**src/design/sdwt_pkg.sv**
```systemverilog
package sdwt_pkg;

    typedef enum logic [1:0] {
        CMD_ADD   = 2'd0,
        CMD_TEST  = 2'd1,
        CMD_TICK  = 2'd2,
        CMD_CLEAR = 2'd3
    } cmd_t;

    typedef enum logic [1:0] {
        V_NEWEST = 2'd0,
        V_NEW    = 2'd1,
        V_DUP    = 2'd2,
        V_OLD    = 2'd3
    } verdict_t;

    typedef enum logic [2:0] {
        ST_IDLE,
        ST_SCAN,
        ST_UPDATE,
        ST_TICK,
        ST_DONE
    } state_t;

    localparam int unsigned SEQ_W  = 16;
    localparam int unsigned TIME_W = 32;
    localparam int unsigned KEY_W  = 8 + 64 + 64 + 16;

endpackage

```
**src/design/seqno_duplicate_window_table.sv**
```systemverilog
// Duplicate-detection table with a per-originator sliding anti-replay window.
// Input channel: in_valid/in_ready carry one request (cmd, key fields, seqno,
// valid_ticks). Output channel: out_valid/out_ready carry one result (verdict,
// table_full) for every request, in order.
// Entries live in a synchronous memory with a registered read port; the
// valid bits and the clock counter are flip-flops.
// Add and test walk the table one entry per cycle for a key match and the
// lowest free entry, then classify and write back in the update state and
// load the result in the done state, where it moves to the output register
// once that register is free. A tick walks all entries once to expire those
// whose deadline has been reached; a clear goes straight to the done state.
// One request is in work at a time; the next is taken once the result sits
// in the output register, so a stalled receiver holds at most one result and
// blocks new requests only while that register is full and a new result is
// ready to go.
// Reset clears all valid bits and the clock counter; no clearing pass runs.
module seqno_duplicate_window_table #(
    parameter int TABLE_ENTRIES = 16,
    parameter int HISTORY_BITS  = 32
) (
    input  logic        clk,
    input  logic        rst_n,
    input  logic        in_valid,
    output logic        in_ready,
    input  logic [1:0]  cmd,
    input  logic [7:0]  msg_kind,
    input  logic [63:0] addr_hi,
    input  logic [63:0] addr_lo,
    input  logic [7:0]  addr_family,
    input  logic [7:0]  prefix_len,
    input  logic [15:0] seqno,
    input  logic [23:0] valid_ticks,
    output logic        out_valid,
    input  logic        out_ready,
    output logic [1:0]  verdict,
    output logic        table_full
);

    localparam int IDX_W = (TABLE_ENTRIES > 1) ? $clog2(TABLE_ENTRIES) : 1;
    localparam int CNT_W = $clog2(TABLE_ENTRIES + 1);
    localparam int ENT_W = sdwt_pkg::KEY_W + sdwt_pkg::SEQ_W + HISTORY_BITS
                           + sdwt_pkg::TIME_W;
    localparam int DL_LO = 0;
    localparam int HS_LO = sdwt_pkg::TIME_W;
    localparam int SQ_LO = HS_LO + HISTORY_BITS;
    localparam int KY_LO = SQ_LO + sdwt_pkg::SEQ_W;
    localparam logic [CNT_W-1:0] LAST = CNT_W'(TABLE_ENTRIES);

    logic [ENT_W-1:0] mem [TABLE_ENTRIES];
    logic [ENT_W-1:0] rd_data_reg;
    logic             mem_we;
    logic [IDX_W-1:0] mem_waddr;
    logic [ENT_W-1:0] mem_wdata;
    logic [IDX_W-1:0] mem_raddr;

    logic [TABLE_ENTRIES-1:0] valid_reg;
    logic [TABLE_ENTRIES-1:0] valid_next;
    logic [31:0] time_reg;
    logic [31:0] time_next;

    sdwt_pkg::state_t state_reg, state_next;
    logic [CNT_W-1:0] cnt_reg, cnt_next;
    logic [IDX_W-1:0] prev_reg;
    logic             prev_vld_reg;

    logic [1:0]              cmd_reg;
    logic [sdwt_pkg::KEY_W-1:0] key_reg;
    logic [15:0]             seq_reg;
    logic [23:0]             vt_reg;

    logic             hit_reg, hit_next;
    logic [IDX_W-1:0] hit_idx_reg, hit_idx_next;
    logic [ENT_W-1:0] hit_ent_reg, hit_ent_next;
    logic             free_reg, free_next;
    logic [IDX_W-1:0] free_idx_reg, free_idx_next;

    logic       res_vld_reg;
    logic [1:0] verdict_reg;
    logic       full_reg;
    logic       res_load;
    logic [1:0] res_verdict;
    logic       res_full;

    // Classification values
    logic [15:0]             c_seq;
    logic [15:0]             seq_dist;
    logic [15:0]             back;
    logic                    ahead;
    logic [HISTORY_BITS-1:0] hist;
    logic [HISTORY_BITS-1:0] hist_shift;
    logic [HISTORY_BITS-1:0] bitmask;
    logic [31:0]             deadline_new;
    logic [31:0]             tick_diff;

    assign c_seq = hit_ent_reg[SQ_LO +: 16];
    assign hist  = hit_ent_reg[HS_LO +: HISTORY_BITS];
    assign seq_dist = seq_reg - c_seq;
    assign back  = 16'd0 - seq_dist;
    assign ahead = (seq_dist < 16'h8000) || (seq_dist == 16'h8000 && seq_reg > c_seq);
    assign hist_shift = (seq_dist > 16'(HISTORY_BITS - 1))
                        ? HISTORY_BITS'(1)
                        : ((hist << seq_dist[$clog2(HISTORY_BITS)-1:0])
                           | HISTORY_BITS'(1));
    assign bitmask = HISTORY_BITS'(1) << back[$clog2(HISTORY_BITS)-1:0];
    assign deadline_new = time_reg + {8'd0, vt_reg};
    assign tick_diff = time_reg - rd_data_reg[DL_LO +: 32];

    // Memory: one write port, one registered read port
    always_ff @(posedge clk)
    begin
        if (mem_we)
        begin
            mem[mem_waddr] <= mem_wdata;
        end
        rd_data_reg <= mem[mem_raddr];
    end

    assign mem_raddr = cnt_reg[IDX_W-1:0];

    // Next state
    always_comb
    begin
        state_next = state_reg;
        case (state_reg)
            sdwt_pkg::ST_IDLE:
            begin
                if (in_valid)
                begin
                    case (sdwt_pkg::cmd_t'(cmd))
                        sdwt_pkg::CMD_CLEAR: state_next = sdwt_pkg::ST_DONE;
                        sdwt_pkg::CMD_TICK:  state_next = sdwt_pkg::ST_TICK;
                        default:             state_next = sdwt_pkg::ST_SCAN;
                    endcase
                end
            end
            sdwt_pkg::ST_SCAN:
            begin
                if (cnt_reg == LAST)
                begin
                    state_next = sdwt_pkg::ST_UPDATE;
                end
            end
            sdwt_pkg::ST_TICK:
            begin
                if (cnt_reg == LAST)
                begin
                    state_next = sdwt_pkg::ST_DONE;
                end
            end
            sdwt_pkg::ST_UPDATE: state_next = sdwt_pkg::ST_DONE;
            sdwt_pkg::ST_DONE:
            begin
                if (!res_vld_reg || out_ready)
                begin
                    state_next = sdwt_pkg::ST_IDLE;
                end
            end
            default: state_next = sdwt_pkg::ST_IDLE;
        endcase
    end

    // Datapath and outputs
    always_comb
    begin
        in_ready      = (state_reg == sdwt_pkg::ST_IDLE);
        cnt_next      = cnt_reg;
        valid_next    = valid_reg;
        time_next     = time_reg;
        hit_next      = hit_reg;
        hit_idx_next  = hit_idx_reg;
        hit_ent_next  = hit_ent_reg;
        free_next     = free_reg;
        free_idx_next = free_idx_reg;
        mem_we        = 1'b0;
        mem_waddr     = hit_idx_reg;
        mem_wdata     = hit_ent_reg;
        res_load      = 1'b0;
        res_verdict   = sdwt_pkg::V_NEWEST;
        res_full      = 1'b0;
        case (state_reg)
            sdwt_pkg::ST_IDLE:
            begin
                cnt_next  = '0;
                hit_next  = 1'b0;
                free_next = 1'b0;
                if (in_valid && sdwt_pkg::cmd_t'(cmd) == sdwt_pkg::CMD_TICK)
                begin
                    time_next = time_reg + 32'd1;
                end
                if (in_valid && sdwt_pkg::cmd_t'(cmd) == sdwt_pkg::CMD_CLEAR)
                begin
                    valid_next = '0;
                end
            end
            sdwt_pkg::ST_SCAN:
            begin
                if (cnt_reg != LAST)
                begin
                    cnt_next = cnt_reg + CNT_W'(1);
                end
                // Examine the entry read in the previous cycle
                if (prev_vld_reg)
                begin
                    if (valid_reg[prev_reg])
                    begin
                        if (!hit_reg && rd_data_reg[KY_LO +: sdwt_pkg::KEY_W] == key_reg)
                        begin
                            hit_next     = 1'b1;
                            hit_idx_next = prev_reg;
                            hit_ent_next = rd_data_reg;
                        end
                    end
                    else if (!free_reg)
                    begin
                        free_next     = 1'b1;
                        free_idx_next = prev_reg;
                    end
                end
            end
            sdwt_pkg::ST_TICK:
            begin
                if (cnt_reg != LAST)
                begin
                    cnt_next = cnt_reg + CNT_W'(1);
                end
                if (prev_vld_reg && valid_reg[prev_reg] && !tick_diff[31])
                begin
                    valid_next[prev_reg] = 1'b0;
                end
            end
            sdwt_pkg::ST_UPDATE:
            begin
                res_load = 1'b1;
                if (hit_reg)
                begin
                    mem_wdata[DL_LO +: 32] = deadline_new;
                    if (seq_dist == 16'd0)
                    begin
                        res_verdict = sdwt_pkg::V_DUP;
                    end
                    else if (ahead)
                    begin
                        res_verdict = sdwt_pkg::V_NEWEST;
                        mem_wdata[SQ_LO +: 16] = seq_reg;
                        mem_wdata[HS_LO +: HISTORY_BITS] = hist_shift;
                        mem_we = (sdwt_pkg::cmd_t'(cmd_reg) == sdwt_pkg::CMD_ADD);
                    end
                    else if (back > 16'(HISTORY_BITS - 1))
                    begin
                        res_verdict = sdwt_pkg::V_OLD;
                    end
                    else if ((hist & bitmask) != '0)
                    begin
                        res_verdict = sdwt_pkg::V_DUP;
                    end
                    else
                    begin
                        res_verdict = sdwt_pkg::V_NEW;
                        mem_wdata[HS_LO +: HISTORY_BITS] = hist | bitmask;
                        mem_we = (sdwt_pkg::cmd_t'(cmd_reg) == sdwt_pkg::CMD_ADD);
                    end
                end
                else if (sdwt_pkg::cmd_t'(cmd_reg) == sdwt_pkg::CMD_ADD)
                begin
                    if (!free_reg)
                    begin
                        res_verdict = sdwt_pkg::V_OLD;
                        res_full    = 1'b1;
                    end
                    else
                    begin
                        mem_we    = 1'b1;
                        mem_waddr = free_idx_reg;
                        mem_wdata = {key_reg, seq_reg, HISTORY_BITS'(1), deadline_new};
                        valid_next[free_idx_reg] = 1'b1;
                    end
                end
            end
            default:
            begin
            end
        endcase
    end

    // Control registers
    always_ff @(posedge clk or negedge rst_n)
    begin
        if (!rst_n)
        begin
            state_reg    <= sdwt_pkg::ST_IDLE;
            cnt_reg      <= '0;
            prev_vld_reg <= 1'b0;
            valid_reg    <= '0;
            time_reg     <= '0;
            hit_reg      <= 1'b0;
            free_reg     <= 1'b0;
            res_vld_reg  <= 1'b0;
        end
        else
        begin
            state_reg    <= state_next;
            cnt_reg      <= cnt_next;
            prev_vld_reg <= (state_reg == sdwt_pkg::ST_SCAN || state_reg == sdwt_pkg::ST_TICK)
                            && cnt_reg != LAST;
            valid_reg    <= valid_next;
            time_reg     <= time_next;
            hit_reg      <= hit_next;
            free_reg     <= free_next;
            if (state_reg == sdwt_pkg::ST_DONE && (!res_vld_reg || out_ready))
            begin
                res_vld_reg <= 1'b1;
            end
            else if (out_ready)
            begin
                res_vld_reg <= 1'b0;
            end
        end
    end

    // Payload registers
    always_ff @(posedge clk)
    begin
        prev_reg     <= cnt_reg[IDX_W-1:0];
        hit_idx_reg  <= hit_idx_next;
        hit_ent_reg  <= hit_ent_next;
        free_idx_reg <= free_idx_next;
        if (in_valid && in_ready)
        begin
            cmd_reg <= cmd;
            key_reg <= {msg_kind, addr_hi, addr_lo, addr_family, prefix_len};
            seq_reg <= seqno;
            vt_reg  <= valid_ticks;
            verdict_reg <= sdwt_pkg::V_NEWEST;
            full_reg    <= 1'b0;
        end
        else if (res_load)
        begin
            verdict_reg <= res_verdict;
            full_reg    <= res_full;
        end
    end

    // Drive result from a dedicated output register
    logic [1:0] out_verdict_reg;
    logic       out_full_reg;

    always_ff @(posedge clk)
    begin
        if (state_reg == sdwt_pkg::ST_DONE && (!res_vld_reg || out_ready))
        begin
            out_verdict_reg <= verdict_reg;
            out_full_reg    <= full_reg;
        end
    end

    assign out_valid  = res_vld_reg;
    assign verdict    = out_verdict_reg;
    assign table_full = out_full_reg;

endmodule

```
**config.mk**
```make
export PLATFORM = sky130hd
export DESIGN_NAME = seqno_duplicate_window_table
export DESIGN_NICKNAME = d
export VERILOG_FILES = /design/src/design/sdwt_pkg.sv /design/src/design/seqno_duplicate_window_table.sv
export SDC_FILE = /design/constraint.sdc
export NUM_CORES = 2
export LEC_CHECK = 0
export BUFFER_PORTS_ARGS = -buffer_cell sky130_fd_sc_hd__buf_4
export CORE_MARGIN = 8
export CORE_UTILIZATION = 30
export CTS_CLUSTER_DIAMETER = 200
export DETAILED_ROUTE_END_ITERATION = 7
export GPL_ROUTABILITY_DRIVEN = 0
export HOLD_SLACK_MARGIN = 0.08
export MAX_ROUTING_LAYER = met4
export SLEW_MARGIN = 20
export SYNTH_ARGS = -nofsm -noshare
export SYNTH_HDL_FRONTEND = slang
export SYNTH_SLANG_ARGS = --single-unit
```
**constraint.sdc**
```tcl
create_clock -name clk -period 29 [get_ports clk]
set_input_delay 5.8 -clock clk [delete_from_list [all_inputs] [get_ports clk]]
set_output_delay 5.8 -clock clk [all_outputs]
set_load 0.005 [all_outputs]
```
## Word level (Yosys, flattened, before mapping)

Memories as Yosys holds them, arrays and structs flattened. A register that Yosys moved wholly into a read port is not among the register bits.
Index checks and enable logic that the tools add are counted.

- Register bits after elaboration: 504
- Memory bits (writable): 3712
- Output and inout bits: 5
- Memories kept: 1

Memory list:

| name | depth | bits a word | read ports | clocked after memory_dff | write ports | RTL line | source |
|---|---|---|---|---|---|---|---|
| mem | 16 | 232 | 1 | 1 | 1 | seqno_duplicate_window_table.sv:49 | `logic [ENT_W-1:0] mem [TABLE_ENTRIES];` |

- Add/sub/neg operators: 6
- Magnitude comparators: 8
- Eq/ne operators: 24
- Shift-type cells: 2
- Mux-type cells: 67
- Bitwise gates (word level): 7
- Reductions and logical operators: 34

Operators by type and width:

| cell | number |
|---|---|
| 2-to-1 mux 232 bit | 3 |
| equality test 152 bit | 1 |
| 2-to-1 mux 152 bit | 1 |
| 2-to-1 mux 32 bit | 4 |
| 2-to-1 mux 16 bit | 6 |
| 2-to-1 mux 80 bit | 1 |
| 2-to-1 mux 48 bit | 1 |
| one-hot mux 16 bit (3 select lines) | 1 |
| adder 32 x 1 -> 32 bit (second input constant) | 1 |
| adder 32 x 24 -> 32 bit | 1 |
| AND 32 bit | 1 |
| > comparator 16 x 5 -> 1 bit (second input constant) | 2 |
| bitwise OR 32 bit | 1 |
| nonzero test 32 bit | 1 |
| << shifter 1 x 5 -> 32 bit (first input constant) | 1 |
| << shifter 32 x 5 -> 32 bit | 1 |
| subtractor 32 bit | 1 |
| 2-to-1 mux 1 bit | 25 |
| != test 2 bit (second input constant) | 11 |
| AND 16 bit | 1 |
| equality test 16 bit (second input constant) | 1 |
| > comparator 16 bit | 1 |
| logical NOT 16 bit | 1 |
| less-than comparator 16 bit (second input constant) | 1 |
| 37 further kinds | 79 |

## Depth between registers and ports, before layout

- Word-level depth: 13
- Mapped depth: 17

## Least setup slack after synthesis

Ideal clock, no wire load.

- Kind: reg2reg
- From: register state_reg[0]
- To: register hit_ent_reg[0], enable pin
- Arrival time: 23858 ps
- Required time: 27587 ps
- Setup slack: 3730 ps
- Cell stages (with the launch flop): 10
- Path buffers: 1
- Period minus slack after synthesis: 25270 ps
- Cells stage by stage: dfrtp_1 > clkbuf_1 > inv_1 > nor2_1 > nand3b_1 > nor4_1 > nand4_1 > nor4_1 > nand2_1 > nor4_1

- Word-level cells in the longest chain between the ends: 2

RTL lines:

| element | RTL line | source |
|---|---|---|
| start, declared | seqno_duplicate_window_table.sv:61 | `sdwt_pkg::state_t state_reg, state_next;` |
| start signal, assigned | seqno_duplicate_window_table.sv:290 | `state_reg <= sdwt_pkg::ST_IDLE;` |
| start signal, assigned | seqno_duplicate_window_table.sv:301 | `state_reg <= state_next;` |
| equality test 3 x 1 -> 1 bit | seqno_duplicate_window_table.sv:180 | `case (state_reg)` |
| AND reduction 4 bit (no source line) | n/a |  |
| end signal, assigned | seqno_duplicate_window_table.sv:325 | `hit_ent_reg <= hit_ent_next;` |
| end, declared | seqno_duplicate_window_table.sv:73 | `logic [ENT_W-1:0] hit_ent_reg, hit_ent_next;` |

Every way passes these cells.
A chain may end at the register's enable or synchronous reset.

## Worst setup path in the final report

- From: register seq_reg[0]
- To: memory mem[5][114] (netlist bit), enable pin

- Word-level cells in the longest chain between the ends: 13

RTL lines:

| element | RTL line | source |
|---|---|---|
| start, declared | seqno_duplicate_window_table.sv:68 | `logic [15:0] seq_reg;` |
| start signal, assigned | seqno_duplicate_window_table.sv:331 | `seq_reg <= seqno;` |
| branches (longest 8 deep; another with subtractor 16 bit) | n/a |  |
| 2-to-1 mux 1 bit (*) | seqno_duplicate_window_table.sv:237 | `if (seq_dist == 16'd0)` |
| 2-to-1 mux 1 bit (*) | seqno_duplicate_window_table.sv:234 | `if (hit_reg)` |
| 2-to-1 mux 1 bit (*) | seqno_duplicate_window_table.sv:180 |  |
| 2-to-1 mux 1 bit (*) | seqno_duplicate_window_table.sv:111 | `if (mem_we)` |
| 2-to-1 mux 1 bit (not written as such) (*) | seqno_duplicate_window_table.sv:113 | `mem[mem_waddr] <= mem_wdata;` |
| end, declared | seqno_duplicate_window_table.sv:49 |  |

Every way passes the cells marked *.

==> qor.csv <==
stage,metric,value,unit
status,status,finished clean,
critical_path,Crit Path Max Fanout,55,
clock_network,# clock sinks,4448,
cells_and_area,fin util,34.7,%
sta,Worst Tran Pin Value,1.21,ns
routing,Detailed Route Iter0 Violations,9207,
sta,Pins Over Slew Limit,0,
critical_path,CP top delay family,buffers and inverters,
cells_and_area,most frequent cells in the layout,"edfxtp_1, mux4_2, clkbuf_16",
die,boundary pin count,203,
power_and_ir_drop,Worst IR Drop VDD,0.0576,mV
cells_and_area,fraction of layout cells with a size suffix above 1,29.0,%
clock_network,total CTS buffers,425,
global_route,busiest grt layer,met2,
synthesis,Post-synth EDFFs,4149,
critical_path,CP Capture Type,flip-flop,
clock_network,post-CTS setup buffers,0,
critical_path,startpoint types,flip-flop,
global_route,total track usage,14.7,%
synthesis,Most used DFF post-synth,edfxtp_1,
sta,fmax,100,MHz
global_route,vias in the first global route,82994,
cells_and_area,Storage cell area,131000,sq um
power_and_ir_drop,Pleak,0.0608,uW
clock_network,clk buf depth,4,
synthesis,share of synthesized registers carrying an async set or reset,1.35,%
cells_and_area,Fill cells,51364,
cells_and_area,area of the multi-input gates,37100,sq um
critical_path,Crit-path slowest cell,buf_4,
clock_network,Clock Pin Slew Worst Setup and Hold Paths,0.06,ns
synthesis,post-synth top area share,73.5,%
critical_path,Worst EP required,29.60,ns
cells_and_area,nets,8361,
clock_network,CTS H-tree lvls,5,
placed_design,port bufs,202,
synthesis,#FFs+latches synth,4448,
die,chip height,768,microns
clock_network,hold buffers post-CTS,0,
cells_and_area,P&R area growth vs syn,15.5,%
worst_hold_path,Hold Crit Class,flip-flop to flip-flop,
synthesis,Ys Warns,0,
sta,final hold violation count,0,
synthesis,sequential share of the synthesized area,77.2,%
synthesis,Cells after Synth,7595,
sta,Setup TNS,0,ns
sta,Final min period,9.96,ns
synthesis,Post-Syn Nets,7868,
synthesis,Synth area leader,edfxtp_1,
cells_and_area,flip-flop count of the largest register after layout,3712,
routing,DR WL/cell,27.3,microns
die,Core ar.,564000,sq um
clock_network,CTS tree,done,
global_route,largest net degree at the start of global routing,109,
sta,# setup viols final,0,
global_route,antenna violations before repair,17,
die,Die ar.,590000,sq um
placed_design,DPL Wire Length,245,mm
routing,Remaining DRCs,0,
critical_path,CP Cell Sequence,inv_1 > ha_2 > inv_1 > fa_2 > buf_4 > nand2b_1 > nor2_1 > xnor3_1 > a2111o_1 > a2111oi_2 > o221a_2 > or4b_4 > a2111oi_0 > o22ai_1 > nor2_4 > buf_4 > buf_4 > buf_4 > buf_4,
die,num rows,276,
die,Starting Density,30.1,%
critical_path,Worst EP arrival,10.56,ns
die,Die W,768,microns
routing,vias,80846,
cells_and_area,"most common cell after layout, fill and taps aside",edfxtp_1,
critical_path,CP max stage delay,0.91,ns
clock_network,root buf cell,clkbuf_16,
synthesis,synthesized area,170000,sq um
routing,First-pass DRT Iterations,7,
routing,antenna-violating nets left,0,
sta,final period utilization,34.3,%
global_route,first-pass GRT wire length,621,mm
critical_path,CP Class,flip-flop to flip-flop,
sta,Final Hold Slack,0.376,ns
global_route,grt met1 use,20.2,%
clock_network,worst skew pair latency,1.01,ns
synthesis,largest cells by area after synthesis,"edfxtp_1, mux4_2, dfxtp_1, dfrtp_1, mux2_2",
global_route,GR Util met2,23.2,%
routing,drt via density,5.06,
power_and_ir_drop,Pwr Density,82.7,nW/um^2
sta,Slew headroom,18.7,%
critical_path,CP bufs+invs,7,
global_route,met3 usage,2.46,%
routing,DRT Wirelength,436,mm
sta,skew final,0.129,ns
critical_path,"setup slack, reg-to-reg",19.04,ns
synthesis,post-synth cell types,86,
synthesis,Syn Area/Cell,22.3,sq um
sta,unrepaired setup endpoints after global routing,false,
run,max cap viols,0,
critical_path,Most Frequent Cell on Critical Path,buf_4,
clock_network,post_cts resized,0,
global_route,gr ovfl total,0,
## power breakdown
group | internal, uW | switching, uW | total (uW)
registers | 7300 | 308 | 7600
logic | 1410 | 1490 | 2900
clock network | 3280 | 2420 | 5690
## kinds of logic after synthesis
family	count (synthesis)	synth area share, %
adder cells (fa/ha/maj)	75	0.562
AO/OA/AOI/OAI	527	2.05
XOR/XNOR	146	0.767
AND/OR/NAND/NOR	549	1.58
multiplexers	1348	16.7
buffers and inverters	502	1.12
flip-flops	4448	77.2
## cell usage after synthesis, types with 60 or more instances
cell and n:
a21oi_1 82, buf_1 83, clkbuf_1 264, dfrtp_1 60, dfxtp_1 239, edfxtp_1 4149
ha_1 73, inv_1 148, mux2_2 133, mux4_2 1177, nand2_1 198, nor2_1 89
o21ai_0 160, xnor2_1 73, xor2_1 71
## layer usage
metal  wire length, microns  up-vias
met5                      0        -
met4                   8360        0
met3                  33100      583
met2                 208000     3346
met1                 186000    43959
li1                       -    32958
## cell type report
cell class,count,area share (%)
Timing Repair Buffer,420,1.77
Clock inverter,210,1.31
Tap cell,7506,4.80
Antenna cell,9,0.0115
Clock buffer,590,6.08
Sequential cell,4448,66.8
Inverter,148,0.284
Multi-Input combinational cell,2645,18.9
## worst register-to-register path, stage by stage (launching register included)
cell	delay, ns
edfxtp_1	0.35
inv_1	0.09
ha_2	0.20
inv_1	0.06
fa_2	0.52
buf_4	0.53
nand2b_1	0.36
nor2_1	0.15
xnor3_1	0.29
a2111o_1	0.45
a2111oi_2	0.38
o221a_2	0.32
or4b_4	0.53
a2111oi_0	0.50
o22ai_1	0.40
nor2_4	0.75
buf_4	0.93
buf_4	1.01
buf_4	0.83
buf_4	0.92
## stage by stage
stage          instances  area (sq um)  total power (uW)  setup WS [ns]
2_1_floorplan       7595        170000              9680           3.73
3_3_place_gp       15165        181000             10700          19.18
3_5_place_dp       15166        181000             10700          19.03
4_1_cts            15966        196000             16400          19.08
6_report           15976        196000             16200          19.04
5_1_grt            15976        196000             16800          18.60
## worst paths after layout
check | from | to | cells past startpoint
worst max-delay path | seq_reg[0] | mem[5][114] | 19
worst min-delay path | rd_data_reg[48] | hit_ent_reg[48] | 0
worst max register to register | seq_reg[0] | mem[5][114] | 19
worst min register to register | rd_data_reg[48] | hit_ent_reg[48] | 0
max in group asynchronous | rst_n | cnt_reg[0] | 1
min in group asynchronous | rst_n | time_reg[22] | 1
Power figures use the tool's default switching activity.
